## config.mk

```make
export PLATFORM = sky130hd
export DESIGN_NAME = ptt_rem_unit
export DESIGN_NICKNAME = d
export VERILOG_FILES = /design/src/design/ptt_rem_unit.sv
export SDC_FILE = /design/constraint.sdc
export NUM_CORES = 1
export LEC_CHECK = 0
export BUFFER_PORTS_ARGS = -buffer_cell sky130_fd_sc_hd__buf_4
export CORE_MARGIN = 4
export CORE_UTILIZATION = 45
export CTS_BUF_LIST = sky130_fd_sc_hd__clkbuf_2
export CTS_CLUSTER_DIAMETER = 100
export DETAILED_ROUTE_END_ITERATION = 10
export GPL_TIMING_DRIVEN = 0
export PLACE_DENSITY = 0.66
export SYNTH_ARGS = -nofsm -noshare
export SYNTH_HDL_FRONTEND = slang
export SYNTH_SLANG_ARGS = --single-unit
```

## constraint.sdc

```tcl
create_clock -name clk -period 4.3 [get_ports clk]
set_clock_uncertainty 0.15 [all_clocks]
set_input_delay 0.43 -clock clk [delete_from_list [all_inputs] [get_ports clk]]
set_output_delay 0.43 -clock clk [all_outputs]
set_load 0.1 [all_outputs]
```

## src/design/ptt_rem_unit.sv

```systemverilog
module ptt_rem_unit
(
    input  logic        clk,
    input  logic        rst_n,
    input  logic        start,
    input  logic [63:0] dividend,
    input  logic [29:0] divisor,
    output logic        done,
    output logic [29:0] remainder
);
    logic [6:0]  cnt_reg, cnt_next;
    logic        active_reg, active_next;
    logic        done_reg, done_next;
    logic [63:0] dvd_reg, dvd_next;
    logic [29:0] dvs_reg, dvs_next;
    logic [29:0] rem_reg, rem_next;
    logic [30:0] shifted;

    // restoring remainder, one dividend bit per cycle
    always_comb
    begin
        cnt_next    = cnt_reg;
        active_next = active_reg;
        done_next   = 1'b0;
        dvd_next    = dvd_reg;
        dvs_next    = dvs_reg;
        rem_next    = rem_reg;
        shifted     = {rem_reg, dvd_reg[63]};
        if (start)
        begin
            active_next = 1'b1;
            cnt_next    = 7'd64;
            dvd_next    = dividend;
            dvs_next    = divisor;
            rem_next    = '0;
        end
        else if (active_reg)
        begin
            if (shifted >= {1'b0, dvs_reg})
                rem_next = 30'(shifted - {1'b0, dvs_reg});
            else
                rem_next = shifted[29:0];
            dvd_next = {dvd_reg[62:0], 1'b0};
            cnt_next = cnt_reg - 7'd1;
            if (cnt_reg == 7'd1)
            begin
                active_next = 1'b0;
                done_next   = 1'b1;
            end
        end
    end

    always_ff @(posedge clk or negedge rst_n)
    begin
        if (!rst_n)
        begin
            cnt_reg    <= '0;
            active_reg <= 1'b0;
            done_reg   <= 1'b0;
        end
        else
        begin
            cnt_reg    <= cnt_next;
            active_reg <= active_next;
            done_reg   <= done_next;
        end
    end

    always_ff @(posedge clk)
    begin
        dvd_reg <= dvd_next;
        dvs_reg <= dvs_next;
        rem_reg <= rem_next;
    end

    assign done      = done_reg;
    assign remainder = rem_reg;

endmodule

```

==> flow_metrics.tcl <==
set metrics [dict create \
    synthDistinctLibCells 66 \
    clkTransAtPathRegs_ps 220 \
    start_util_pct 46.0 \
    r2r_setup_slack_ps 740 \
    crit_slowest_cell "or4b_1" \
    antenna_found_initial 0 \
    post_cts_resized 0 \
    slew_headroom_pct 50.4 \
    cellInternalPower_mw 2.09 \
    crit_fanout 10 \
    area_growth_pct 33.1 \
    fmax_ghz 0.281 \
    hold_buffers 97 \
    syn_nets 797 \
    clock-root-buffer "clkbuf_2" \
    synth-async-reset-ratio_pct 6.77 \
    min_period_over_period_pct 82.7 \
    fin_crit_ps 3560 \
    status "complete, no violations" \
    htree_levels 4 \
    hold_slack_ps 262 \
    die_w_um 135 \
    core_area_mm2 0.0159 \
    cts.sink_count 133 \
    combPwrFrac_pct 27.2 \
    worst_setup_path_start_kind "flip-flop" \
    first_global_vias 6464 \
    ys_seq_area_share_pct 49.9 \
    arrival_ps 4020 \
    leakage_nw 4.12 \
    rows 46 \
    synth_top_area_cell "edfxtp_1" \
    hold_viol_final 0 \
    hp-class "input pin to flip-flop" \
    end_kind "flip-flop" \
    cp.required_ps 4760 \
    final-setup-viol-count 0 \
    worst_pin_slew_ps 739 \
    syn_inst 667 \
    stdcell_area_mm2 0.00972 \
    slew_violations 0 \
    vias 6360 \
    diodes 0 \
    antenna_left 0 \
    seqPwrFrac_pct 50.7 \
    first_pass_iters 5 \
    synth-main-ff-cell "edfxtp_1" \
    cts_setup_buffers 0 \
    routedWlPerCell_um 18.1 \
    synth.avg_cell_area_um2 11.0 \
    ys_seq_elements 133 \
    fin_tns_setup_ps 0 \
    grt.total_usage_pct 22.8 \
    drc 0 \
    slowest_delay_ps 520 \
    dieHeight_um 135 \
    drt_wl_total_mm 20.6 \
    cts_buffers 17 \
    clk_latency_ps 720 \
    drive_gt1_share_pct 25.6 \
    drt_iter0_drc 531 \
    hpwl_mm 14.0 \
    synth_warnings 0 \
    placed_area_mm2 0.00855 \
    cts_tree "yes" \
    finalNetCount 1041 \
    synth_area_mm2 0.00731 \
    dieArea_mm2 0.0183 \
    vdd_drop_max_mv 0.160 \
    p_per_area_mw_per_mm2 330 \
    synth_top_area_share_pct 38.6 \
    grt_first_pass_wirelength_mm 32.9 \
    max_cap_viol_count 0 \
    cts_buffer_depth 2 \
    rsz0062_at_grt "false" \
    yosys-top-cells-area "edfxtp_1 39%, mux2_2 9.7%, dfxtp_1 8.2%, ha_1 5.5%, dfrtp_1 3.1%" \
    switching_share_pct 34.9 \
    final_core_util_pct 61.2 \
    gp_congestion 0.896 \
    gr-total-overflow 0 \
    synth_edf_count 94 \
    p_clk_share_pct 22.1 \
    via_per_inst 5.58 \
    io_pins 128 \
    portBuffers 127 \
    path_class "flip-flop to flip-flop" \
    p_sw_mw 1.12 \
    path_cells "ha_1, and2_1, nand4_1, nor2_1, or4b_1, and3_4, a221o_1, clkbuf_1, a32oi_1, o21ai_1" \
    largest_reg_flops 64 \
    grt_max_degree 43 \
]
## routing by layer
metal  share of wire, %  vias to the layer above  GRT usage (%)
met5                  0                        -              0
met4                2.8                        0           9.07
met3                7.4                       48           5.39
met2                 48                      262           37.5
met1                 42                     3040           29.1
li1                   -                     3010              -
## cells by family after synthesis
logic type / Yosys count / share of synthesized area, %
buffers and inverters: 75 / 3.94
DFF: 133 / 49.9
xor gates and xnor gates: 25 / 3.00
adders and majority gates: 33 / 5.75
muxes: 63 / 9.71
and+or+nand+nor: 178 / 12.1
AOI/OAI and AO/OA: 160 / 15.6
## area by class of cell
class / count / area (um2)
Buffer: 34 / 134
Clock buffer: 17 / 85.1
Clock inverter: 15 / 116
Fill cell: 1303 / 6160
Inverter: 41 / 154
Multi-Input combinational cell: 459 / 3370
Sequential cell: 133 / 3650
Tap cell: 216 / 270
Timing Repair Buffer: 225 / 1940
## critical path: cells and delay by family, from the launching register on
kind,cells,cell delay [ps]
adder cells (fa/ha/maj),1,440
AO/OA/AOI/OAI,3,720
AND/OR/NAND/NOR,5,1400
buffers and inverters,1,320
flip-flops,1,410
## cell usage after synthesis (12+ instances only)
| cell type | count |
|---|---|
| a21o_1 | 20 |
| nor2_1 | 46 |
| xor2_1 | 13 |
| o21ai_0 | 14 |
| clkbuf_1 | 27 |
| a311oi_1 | 15 |
| xnor2_1 | 12 |
| nand2_1 | 37 |
| a21oi_1 | 28 |
| o21ai_1 | 15 |
| edfxtp_1 | 94 |
| inv_1 | 41 |
| nand3_1 | 30 |
| ha_1 | 32 |
| mux2_2 | 63 |
| dfxtp_1 | 30 |
## metrics by stage
stage / instances / power (mW) / setup slack, ps
2_1_floorplan: 667 / 2.20 / 735
3_3_place_gp: 1010 / 2.42 / 541
3_5_place_dp: 1011 / 2.44 / 805
4_1_cts: 1140 / 3.21 / 773
5_1_grt: 1140 / 3.37 / 455
6_report: 1140 / 3.21 / 742
## worst paths after layout
check                                           start  depth (start not counted)                          to
setup / recovery           remainder[17]$_SDFFE_PP0P_                         10  remainder[28]$_SDFFE_PP0P_
hold reg to reg            remainder[23]$_SDFFE_PP0P_                          2  remainder[23]$_SDFFE_PP0P_
min in group asynchronous                       rst_n                          3      cnt_reg[3]$_DFFE_PN0P_
max in group asynchronous                       rst_n                          3      cnt_reg[6]$_DFFE_PN0P_
hold / removal                             divisor[6]                          2        dvs_reg[6]$_DFFE_PP_
setup reg to reg           remainder[17]$_SDFFE_PP0P_                         10  remainder[28]$_SDFFE_PP0P_
## power groups by stage
| stage | Combinational, mW | Clock [mW] | Sequential, mW |
|---|---|---|---|
| floorplan | 0.441 | 0 | 1.76 |
| global placement | 0.770 | 0 | 1.65 |
| detailed placement | 0.790 | 0 | 1.65 |
| CTS | 0.865 | 0.719 | 1.62 |
| global route | 0.947 | 0.775 | 1.64 |
| finish | 0.873 | 0.708 | 1.63 |
## cell usage in the layout, fill, tap and decap left out, drive strengths merged, types with 30 or more instances in the layout
| master | netlist | routed |
|---|---|---|
| nand3 | 30 | 30 |
| dlygate4sd3 | 0 | 97 |
| nor2 | 46 | 46 |
| nand2 | 37 | 37 |
| ha | 32 | 32 |
| inv | 41 | 50 |
| mux2 | 63 | 63 |
| clkbuf | 27 | 44 |
| buf | 7 | 135 |
| edfxtp | 94 | 94 |
| dfxtp | 30 | 30 |
Power figures use the tool's default switching activity.
