--- src/design/ptt_pkg.sv ---
package ptt_pkg;

    localparam int unsigned COUNT_W = 7;

    // opcodes
    localparam logic [2:0] OP_SCHEDULE   = 3'd0;
    localparam logic [2:0] OP_CANCEL_CHK = 3'd1;
    localparam logic [2:0] OP_CANCEL_ANY = 3'd2;
    localparam logic [2:0] OP_TICK       = 3'd3;
    localparam logic [2:0] OP_CONTAINS   = 3'd4;
    localparam logic [2:0] OP_CLEAR      = 3'd5;

    // status codes
    localparam logic [2:0] ST_OK        = 3'd0;
    localparam logic [2:0] ST_BAD_ARG   = 3'd1;
    localparam logic [2:0] ST_FULL      = 3'd2;
    localparam logic [2:0] ST_OVERFLOW  = 3'd3;
    localparam logic [2:0] ST_NOT_FOUND = 3'd4;
    localparam logic [2:0] ST_NONE_DUE  = 3'd5;

    localparam logic [63:0] DUE_MAX         = 64'h7FFF_FFFF_FFFF_FFFF;
    localparam logic [63:0] SIGN_BIT        = 64'h8000_0000_0000_0000;
    localparam logic [29:0] MAX_DELAY_RESET = 30'd1000000000;

    typedef struct packed {
        logic [2:0]         opcode;
        logic signed [63:0] now;
        logic [29:0]        delay;
        logic [29:0]        interval;
        logic [7:0]         owner;
        logic [63:0]        task_id;
    } cmd_t;

    typedef struct packed {
        logic [2:0]         status;
        logic [63:0]        result_id;
        logic [7:0]         fired_source;
        logic signed [63:0] fired_due_turn;
        logic [29:0]        fired_interval;
        logic [63:0]        fired_sequence;
        logic [6:0]         task_count;
        logic               last;
    } rsp_t;

    // one buffered result, without count and last
    typedef struct packed {
        logic [2:0]         status;
        logic [63:0]        result_id;
        logic [7:0]         fired_source;
        logic signed [63:0] fired_due_turn;
        logic [29:0]        fired_interval;
        logic [63:0]        fired_sequence;
    } res_rec_t;

endpackage

--- src/design/ptt_res_buf.sv ---
module ptt_res_buf
#(
    parameter int unsigned DEPTH = 16,
    localparam int unsigned AW = $clog2(DEPTH > 1 ? DEPTH : 2)
)
(
    input  logic              clk,
    input  logic              wr_en,
    input  logic [AW-1:0]     wr_addr,
    input  ptt_pkg::res_rec_t wr_data,
    input  logic [AW-1:0]     rd_addr,
    output ptt_pkg::res_rec_t rd_data
);
    import ptt_pkg::*;

    res_rec_t mem [DEPTH];
    res_rec_t rd_reg;

    always_ff @(posedge clk)
    begin
        if (wr_en)
            mem[wr_addr] <= wr_data;
        rd_reg <= mem[rd_addr];
    end

    assign rd_data = rd_reg;

endmodule
--- config.mk ---
export PLATFORM = sky130hd
export DESIGN_NAME = ptt_res_buf
export DESIGN_NICKNAME = d
export VERILOG_FILES = /design/src/design/ptt_pkg.sv /design/src/design/ptt_res_buf.sv
export SDC_FILE = /design/constraint.sdc
export NUM_CORES = 2
export LEC_CHECK = 0
export BUFFER_PORTS_ARGS = -buffer_cell sky130_fd_sc_hd__buf_2
export CAP_MARGIN = 20
export CORE_MARGIN = 5
export CORE_UTILIZATION = 55
export CTS_BUF_LIST = sky130_fd_sc_hd__clkbuf_8
export CTS_CLUSTER_DIAMETER = 50
export DETAILED_ROUTE_END_ITERATION = 10
export PLACE_DENSITY_LB_ADDON = 0.12
export SLEW_MARGIN = 30
export SYNTH_ARGS = -nofsm -noshare
export SYNTH_HDL_FRONTEND = slang
export SYNTH_SLANG_ARGS = --single-unit
--- constraint.sdc ---
create_clock -name clk -period 27.9 [get_ports clk]
set_input_delay 8.37 -clock clk [delete_from_list [all_inputs] [get_ports clk]]
set_output_delay 8.37 -clock clk [all_outputs]
set_load 0.02 [all_outputs]
==> run_results.csv <==
group,metric,value,unit
outcome,status,"finished, final reports clean",
logic_synthesis,synth_top_cell_area_share,77.4,%
routing,highest_layer,"met5",
routing,num_vias,68000,
sta,drv_slew,0,
logic_synthesis,yosys_warnings,0,
layout,fin_nets,7262,
logic_synthesis,synthXorXnorAreaFrac,0,%
logic_synthesis,synthMuxAreaShare,14.8,%
routing,wire_per_inst,31.0,µm
critical_path,crit_required,28.91,ns
worst_hold_path,hp-start,"mem[6][108]$_DFFE_PP_",
sta,rsz0062_at_grt,"no",
grt,track_usage,25.2,%
cts,cts_resized,0,
cts,cts_buffer_depth,4,
sta,max-slew-margin-rel,27.8,%
die,fp.dieW,523,µm
critical_path,endpoint_kind,"flip-flop",
die,ios,476,
worst_hold_path,hold_depth,3,
logic_synthesis,ys_seq_area_share,80.7,%
sta,final.min_clock_period,11.57,ns
sta,max_slew.worst_pin.slew,1.08,ns
critical_path,crit_type,"input port to flip-flop",
logic_synthesis,synth_cells,6096,
critical_path,reg2reg_depth,3,
routing,routed_wl,344000,µm
routing,dr.first_iter.drc_count,6761,
routing,firstDrtPassIters,6,
cts,cts.sinks,3961,
critical_path,reg2reg_from,"mem[11][13]$_DFFE_PP_",
place,routabilityCongestion,0.737,
cts,clkTransAtPathRegs,0.06,ns
die,dieArea,273000,µm²
sta,setup_viol,0,
sta,period_share,41.5,%
logic_synthesis,synth-adder-area-share,0,%
sta,fmax,86.4,MHz
grt,grt.overflow.total,0,
routing,drtAntennaViolNets,0,
grt,grt_pass1_vias,71400,
logic_synthesis,avgSynthCellArea,23.7,µm²
critical_path,arrival,12.58,ns
die,die_h,523,µm
critical_path,critPathMaxFanout,60,
critical_path,rrSetupSlack,26.43,ns
power,vdd_drop_max,0.0000560,V
logic_synthesis,yosysTopAreaCell,"edfxtp_1",
die,rows,188,
worst_hold_path,hold_end,"rd_data[108]$_DFF_P_",
critical_path,cp-start-kind,"input port",
cts,cts_tree,"yes",
logic_synthesis,synth_top_family_by_area,"multiplexers",
place,portBuffers,475,
cts,numCtsBuffers,626,
routing,drt_drc_violations_left,0,
grt,antenna_found_initial,114,
power,leakage,53.7,nW
logic_synthesis,syn_area,145000,µm²
cts,root_buffer,"clkbuf_8",
routing,wl_met2,170000,µm
sta,hold_violations,0,
logic_synthesis,synth.area.top_cells,"edfxtp_1 (77%), mux4_2 (13%), dfxtp_1 (3.2%)",
worst_hold_path,worst_hold_path_type,"flip-flop to flip-flop",
logic_synthesis,syn_nets,6339,
logic_synthesis,yosys.area_share.simple,0.863,%
routing,avgViaCountPerCell,6.11,
logic_synthesis,synth-compound-area-share,2.60,%
cts,holdBufCountCts,0,
layout,final_area,163000,µm²
logic_synthesis,synthDistinctLibCells,25,
critical_path,r2r_end,"rd_data[13]$_DFF_P_",
power,p_per_area,72.9,nW/µm²
cts,clkLatencyLatePin,1.15,ns
die,coreArea,262000,µm²
sta,fin_tns_setup,0,ns
layout,synthToLayoutAreaGrowth,13.1,%
grt,grt_pass1_wl,495000,µm
cts,post_cts_buffers,0,
place,place_area,151000,µm²
routing,wl_met1,135000,µm
run,cap_violations,0,
die,initial_utilization,55.2,%
grt,grt_max_degree,116,
place,dp_hpwl,172000,µm
sta,skew,0.0351,ns
layout,drive_above_1_share,32.1,%
logic_synthesis,ys_ff_latch,3961,
sta,holdWs,0.641,ns
cts,htree_levels,6,
routing,met3_length,28000,µm
power by group:
part           leakage, nW  switching [W]  internal [W]
combinational         11.0       0.000386      0.000233
clock                 7.08        0.00222       0.00236
sequential            35.6      0.0000544       0.00665
total                 53.7        0.00266       0.00925
layout make-up:
class,instances,area [µm²]
diodes,67,168
clock buffers,694,9550
clock inverters,457,2280
fillers,18000,98600
multi-input cells,1808,26500
flip-flops and latches,3961,117000
well taps,3515,4400
repair buffers,622,3920
placed cells by master, fill, tap and decap left out, types with 13 or more instances in the layout:
| cell | netlist | routed |
|---|---|---|
| o21ai_0 | 33 | 33 |
| buf_2 | 105 | 471 |
| diode_2 | 0 | 67 |
| a22oi_1 | 388 | 388 |
| nand2b_1 | 31 | 30 |
| mux2_2 | 129 | 129 |
| clkinv_2 | 0 | 24 |
| buf_4 | 53 | 113 |
| clkinv_1 | 0 | 81 |
| mux4_2 | 863 | 863 |
| edfxtp_1 | 3728 | 3728 |
| dfxtp_1 | 233 | 233 |
| inv_8 | 0 | 13 |
| clkinvlp_4 | 0 | 15 |
| a221oi_1 | 27 | 27 |
| nor2b_1 | 48 | 42 |
| nand2_1 | 166 | 166 |
| nor2_4 | 0 | 15 |
| inv_1 | 0 | 292 |
| o221ai_1 | 42 | 42 |
| inv_6 | 0 | 16 |
| clkbuf_8 | 0 | 694 |
| mux2i_1 | 45 | 45 |
| buf_12 | 0 | 17 |
cell families after synthesis:
group                  after synthesis
AOI/OAI and AO/OA                  499
buffers and inverters              327
DFF                               3961
muxes                             1037
and+or+nand+nor                    272
through the flow:
| step | power, W | utilization [%] | setup WS, ns | std cells |
|---|---|---|---|---|
| 4_1_cts | 0.0120 | 62.3 | 16.46 | 11100 |
| 3_3_place_gp | 0.00745 | 57.7 | 15.15 | 9898 |
| 6_report | 0.0119 | 62.4 | 16.33 | 11100 |
| 2_1_floorplan | 0.00721 | - | 2.22 | 6096 |
| 5_1_grt | 0.0124 | 62.3 | 16.16 | 11100 |
| 3_5_place_dp | 0.00746 | 57.8 | 15.20 | 9904 |
Yosys cell counts:
| master | count |
|---|---|
| edfxtp_1 | 3728 |
| mux4_2 | 863 |
| a22oi_1 | 388 |
| dfxtp_1 | 233 |
| nand2_1 | 166 |
| clkbuf_1 | 141 |
| mux2_2 | 129 |
| buf_2 | 105 |
| buf_4 | 53 |
| nor2b_1 | 48 |
| mux2i_1 | 45 |
| o221ai_1 | 42 |
| o21ai_0 | 33 |
| nand2b_1 | 31 |
| a221oi_1 | 27 |
| buf_1 | 19 |
| nor2_1 | 15 |
| buf_6 | 9 |
| o22a_1 | 9 |
| nor3_1 | 4 |
| and2_1 | 3 |
| nand3b_1 | 2 |
| nand3_1 | 1 |
| or2_2 | 1 |
| or3b_2 | 1 |
per-layer routing:
layer  GRT usage [%]  vias to the layer above
li1                -                    28100
met1            34.3                    36400
met2            40.7                     2755
met3            5.76                      635
met4            9.19                       46
met5               0                        -
flip-flops by register name (all words and copies together), names as in the netlist:
register  count
mem        3728
rd_data     233
worst max-delay path: stages:
cell     delay [ns]
buf_8          0.47
buf_4          0.67
buf_4          0.58
buf_4          0.78
buf_4          0.76
mux4_2         0.41
a22oi_1        0.21
nand2_1        0.07
worst max path at each step:
stage | start | endpoint | slack [ns] | cells past startpoint
after floorplan | wr_addr[2] | mem[0][0]$_DFFE_PP_ | 2.22 | 2
after global placement | wr_addr[3] | mem[6][119]$_DFFE_PP_ | 15.15 | 6
after detailed placement | rd_addr[1] | rd_data[120]$_DFF_P_ | 15.20 | 8
after CTS | rd_addr[0] | rd_data[58]$_DFF_P_ | 16.46 | 7
after global routing | rd_addr[0] | rd_data[73]$_DFF_P_ | 16.16 | 7
final | rd_addr[1] | rd_data[120]$_DFF_P_ | 16.33 | 8
(Power assumes the default switching activity.)
